==> config.mk <==
export PLATFORM = sky130hd
export DESIGN_NAME = clb_mem
export DESIGN_NICKNAME = d
export VERILOG_FILES = /design/src/clb_mem.sv
export SDC_FILE = /design/constraint.sdc
export NUM_CORES = 1
export LEC_CHECK = 0
export BUFFER_PORTS_ARGS = -buffer_cell sky130_fd_sc_hd__buf_2
export CORE_ASPECT_RATIO = 1.5
export CORE_MARGIN = 2
export CORE_UTILIZATION = 65
export DETAILED_ROUTE_END_ITERATION = 8
export PLACE_DENSITY = 0.91
export SLEW_MARGIN = 20
export SYNTH_ARGS = -nofsm -noshare
export SYNTH_HDL_FRONTEND = slang
export SYNTH_SLANG_ARGS = --single-unit
export TNS_END_PERCENT = 5
==> constraint.sdc <==
create_clock -name clk -period 4.15 [get_ports clk]
set_input_delay 0.6225 -clock clk [delete_from_list [all_inputs] [get_ports clk]]
set_output_delay 0.6225 -clock clk [all_outputs]
set_load 0.02 [all_outputs]
==> src/clb_mem.sv <==
//------------------------------------------------------------------------------
// clb_mem
// Generic single-write, single-read synchronous RAM with registered read.
//------------------------------------------------------------------------------
module clb_mem #(
  parameter int DW = 8,
  parameter int DEPTH = 16
) (
  input  logic                     clk,
  input  logic                     we,
  input  logic [$clog2(DEPTH)-1:0] waddr,
  input  logic [DW-1:0]            wdata,
  input  logic [$clog2(DEPTH)-1:0] raddr,
  output logic [DW-1:0]            rdata
);
  logic [DW-1:0] mem [DEPTH];

  always_ff @(posedge clk) begin
    if (we) mem[waddr] <= wdata;
    rdata <= mem[raddr];
  end
endmodule

==> flow_metrics.py <==
metrics = {
    "clock_tree": {
        "postCtsResizedCells": 0,
        "clkTransAtPathRegs_ns": 0.05,
        "cts_num_sinks": 136,
        "numCtsBuffers": 17,
        "insertion_delay_ns": 0.41,
        "cts_tree": "yes",
        "hold_buffers": 0,
        "cts_setup_buffers": 0,
        "h-tree-depth": 4,
        "cts-root-buf": "clkbuf_16",
        "clock_path_buffers": 2,
    },
    "drt": {
        "ant_nets": 0,
        "vias": 2442,
        "drc": 0,
        "drt-pass1-iter-count": 5,
        "drt-initial-drc-count": 217,
        "routed_via_density": 6.41,
        "detail_route.wl_per_cell_um": 25.5,
        "finalWirelength_um": 9720,
    },
    "logic_synthesis": {
        "synth-seq-cells": 136,
        "synth.avg_cell_area_um2": 22.5,
        "synthesis.area_um2": 5150,
        "yosysUniqueCellTypes": 19,
        "yosys_warnings": 0,
        "synth_nets": 247,
        "yosysSeqAreaShare_pct": 77.8,
        "synthCells": 229,
    },
    "timing": {
        "drv_slew": 0,
        "max_slew_margin_pct": 23.3,
        "tns_ns": 0,
        "rsz0062_at_grt": "false",
        "fmax_ghz": 0.466,
        "setup_viol": 0,
        "skew_ns": 0.0120,
        "period_needed_ns": 2.14,
        "min_period_over_period_pct": 51.7,
        "worstMarginPinSlew_ns": 1.15,
        "hold_viol": 0,
    },
    "critical_path": {
        "reg2regPathDepth": 3,
        "worst-setup-path-type": "input pin to flop",
        "reg2reg_slack_ns": 2.80,
        "path_cells": "buf_2 -> mux4_1 -> a22oi_1 -> nand2_1",
        "r2r_end": "rdata[2]$_DFF_P_",
        "cp_max_fo": 32,
        "critPathLaunchType": "input pin",
        "crit_arrival_ns": 2.44,
        "worstReg2RegStart": "mem[1][2]$_DFFE_PP_",
        "max_stage_delay_ns": 0.77,
        "required_ns": 4.44,
        "slowest_stage": "buf_2",
        "crit_buf_inv": 1,
        "cp-end-kind": "flop",
        "crit_family": "buffers and inverters",
    },
    "min_path": {
        "hold_depth": 1,
        "hold_end": "mem[11][6]$_DFFE_PP_",
        "hold_start": "wdata[6]",
        "hp-class": "input pin to flop",
    },
    "floorplanning": {
        "ios": 26,
        "core_um2": 7660,
        "die_area_um2": 8660,
        "start_util_pct": 67.2,
        "die_h_um": 113,
        "placementRows": 39,
        "die_width_um": 76.7,
    },
    "placement": {
        "numPortBuffers": 25,
        "gp_congestion": 0.763,
        "hpwl_um": 5870,
        "postPlaceCellArea_um2": 5340,
    },
    "global_routing": {
        "grt_pass1_vias": 2597,
        "track_usage_pct": 25.3,
        "antenna_found_initial": 0,
        "grt_max_degree": 33,
        "grt_pass1_wl_um": 15200,
        "grt_overflow": 0,
    },
    "power_and_ir_drop": {
        "vdd_drop_max_mv": 0.438,
        "power_density_nw_per_um2": 536,
        "intPower_w": 0.00258,
        "clkPwrFrac_pct": 46.8,
        "switchingPower_w": 0.000599,
        "seqPwrFrac_pct": 48.6,
        "switching_share_pct": 18.8,
        "combPwrFrac_pct": 4.5,
        "leakagePower_nw": 2.00,
    },
    "layout": {
        "n_antenna_cell": 0,
        "fill_cells": 401,
        "fin_nets": 284,
        "area_growth_pct": 15.3,
        "final_cell_area_um2": 5930,
        "drive_above_1_share_pct": 26.2,
    },
    "job": {
        "maxCapViolCount": 0,
    },
    "outcome": {
        "status": "complete, no violations",
    },
}
## power groups by stage
stage	logic, W	clock network (W)	registers [W]
floorplan	0.0000779	0	0.00158
global placement	0.000137	0	0.00157
detailed placement	0.000144	0	0.00157
CTS	0.000145	0.00150	0.00155
global route	0.000154	0.00156	0.00155
finish	0.000143	0.00149	0.00155
## cells in the final DEF, fill, tap and decap left out
cell       count
edfxtp_1     128
buf_2         25
mux4_2        18
clkbuf_16     17
a22oi_1       16
mux4_1        14
nor2_1        13
nand2_1        9
dfxtp_1        8
clkinv_1       5
clkinv_2       4
bufinv_16      4
nor3_1         3
buf_4          3
nand3b_1       2
nand2b_1       2
clkbuf_1       2
nor2b_1        1
and2_1         1
and2b_1        1
nand3_1        1
or3b_2         1
nor3_2         1
## how the worst max path moves through the flow
stage | to | cells past startpoint | from
after global placement | mem[0][2]$_DFFE_PP_ | 3 | waddr[2]
final | rdata[1]$_DFF_P_ | 4 | raddr[0]
after detailed placement | rdata[1]$_DFF_P_ | 4 | raddr[0]
after floorplan | mem[0][0]$_DFFE_PP_ | 2 | waddr[2]
after global routing | rdata[2]$_DFF_P_ | 4 | raddr[0]
after CTS | rdata[1]$_DFF_P_ | 4 | raddr[0]
## registers in the layout, summed over array words and instances (netlist names)
name / flops
rdata: 8
mem: 128
## cell type report
cell class	instances	area (um^2)	share of cell area (%)
multi-input cells	83	1060	17.9
clock buffers	19	433	7.30
flip-flops and latches	136	4000	67.5
repair buffers	28	148	2.49
clock inverters	13	159	2.68
well taps	102	128	2.15
## synthesized netlist by cell type (all sizes together)
master | number | area share, %
nand2b | 2 | 0.24
edfxtp | 128 | 75
and2 | 1 | 0.12
buf | 7 | 1.1
nor3 | 4 | 0.39
nand2 | 9 | 0.66
nor2b | 1 | 0.12
nor2 | 13 | 0.95
nand3b | 2 | 0.29
a22oi | 16 | 2.3
clkdlybuf4s25 | 3 | 0.58
mux4 | 32 | 15
or3b | 1 | 0.17
nand3 | 1 | 0.097
dfxtp | 8 | 3.1
and2b | 1 | 0.15
## routing by layer
layer	part of all wire, %	GRT usage (%)	wire length, um	vias to the layer above
li1	-	-	-	1053
met1	38	32.9	3740	1246
met2	53	41.1	5100	123
met3	6.5	6.78	636	20
met4	2.4	10.7	238	0
met5	0	0	0	-
## logic make-up (layout without fill, tap and decap cells)
group	after synthesis	in the layout	share of synthesized area, %
flip-flops	136	136	77.8
AND/OR/NAND/NOR	35	35	3.18
AO/OA/AOI/OAI	16	16	2.33
buffers and inverters	10	60	1.68
multiplexers	32	32	15.0
## stage by stage
step | power, W | worst slack [ns] | hold slack, ns | instances | util, %
2_1_floorplan | 0.00166 | 2.03 | 0.629 | 229 | -
3_3_place_gp | 0.00171 | 1.57 | 0.656 | 349 | 69.7
5_1_grt | 0.00326 | 1.89 | 0.595 | 381 | 77.4
4_1_cts | 0.00320 | 1.99 | 0.584 | 381 | 77.4
3_5_place_dp | 0.00172 | 1.56 | 0.663 | 349 | 69.7
6_report | 0.00318 | 2.01 | 0.601 | 381 | 77.4
(Power assumes the default switching activity.)
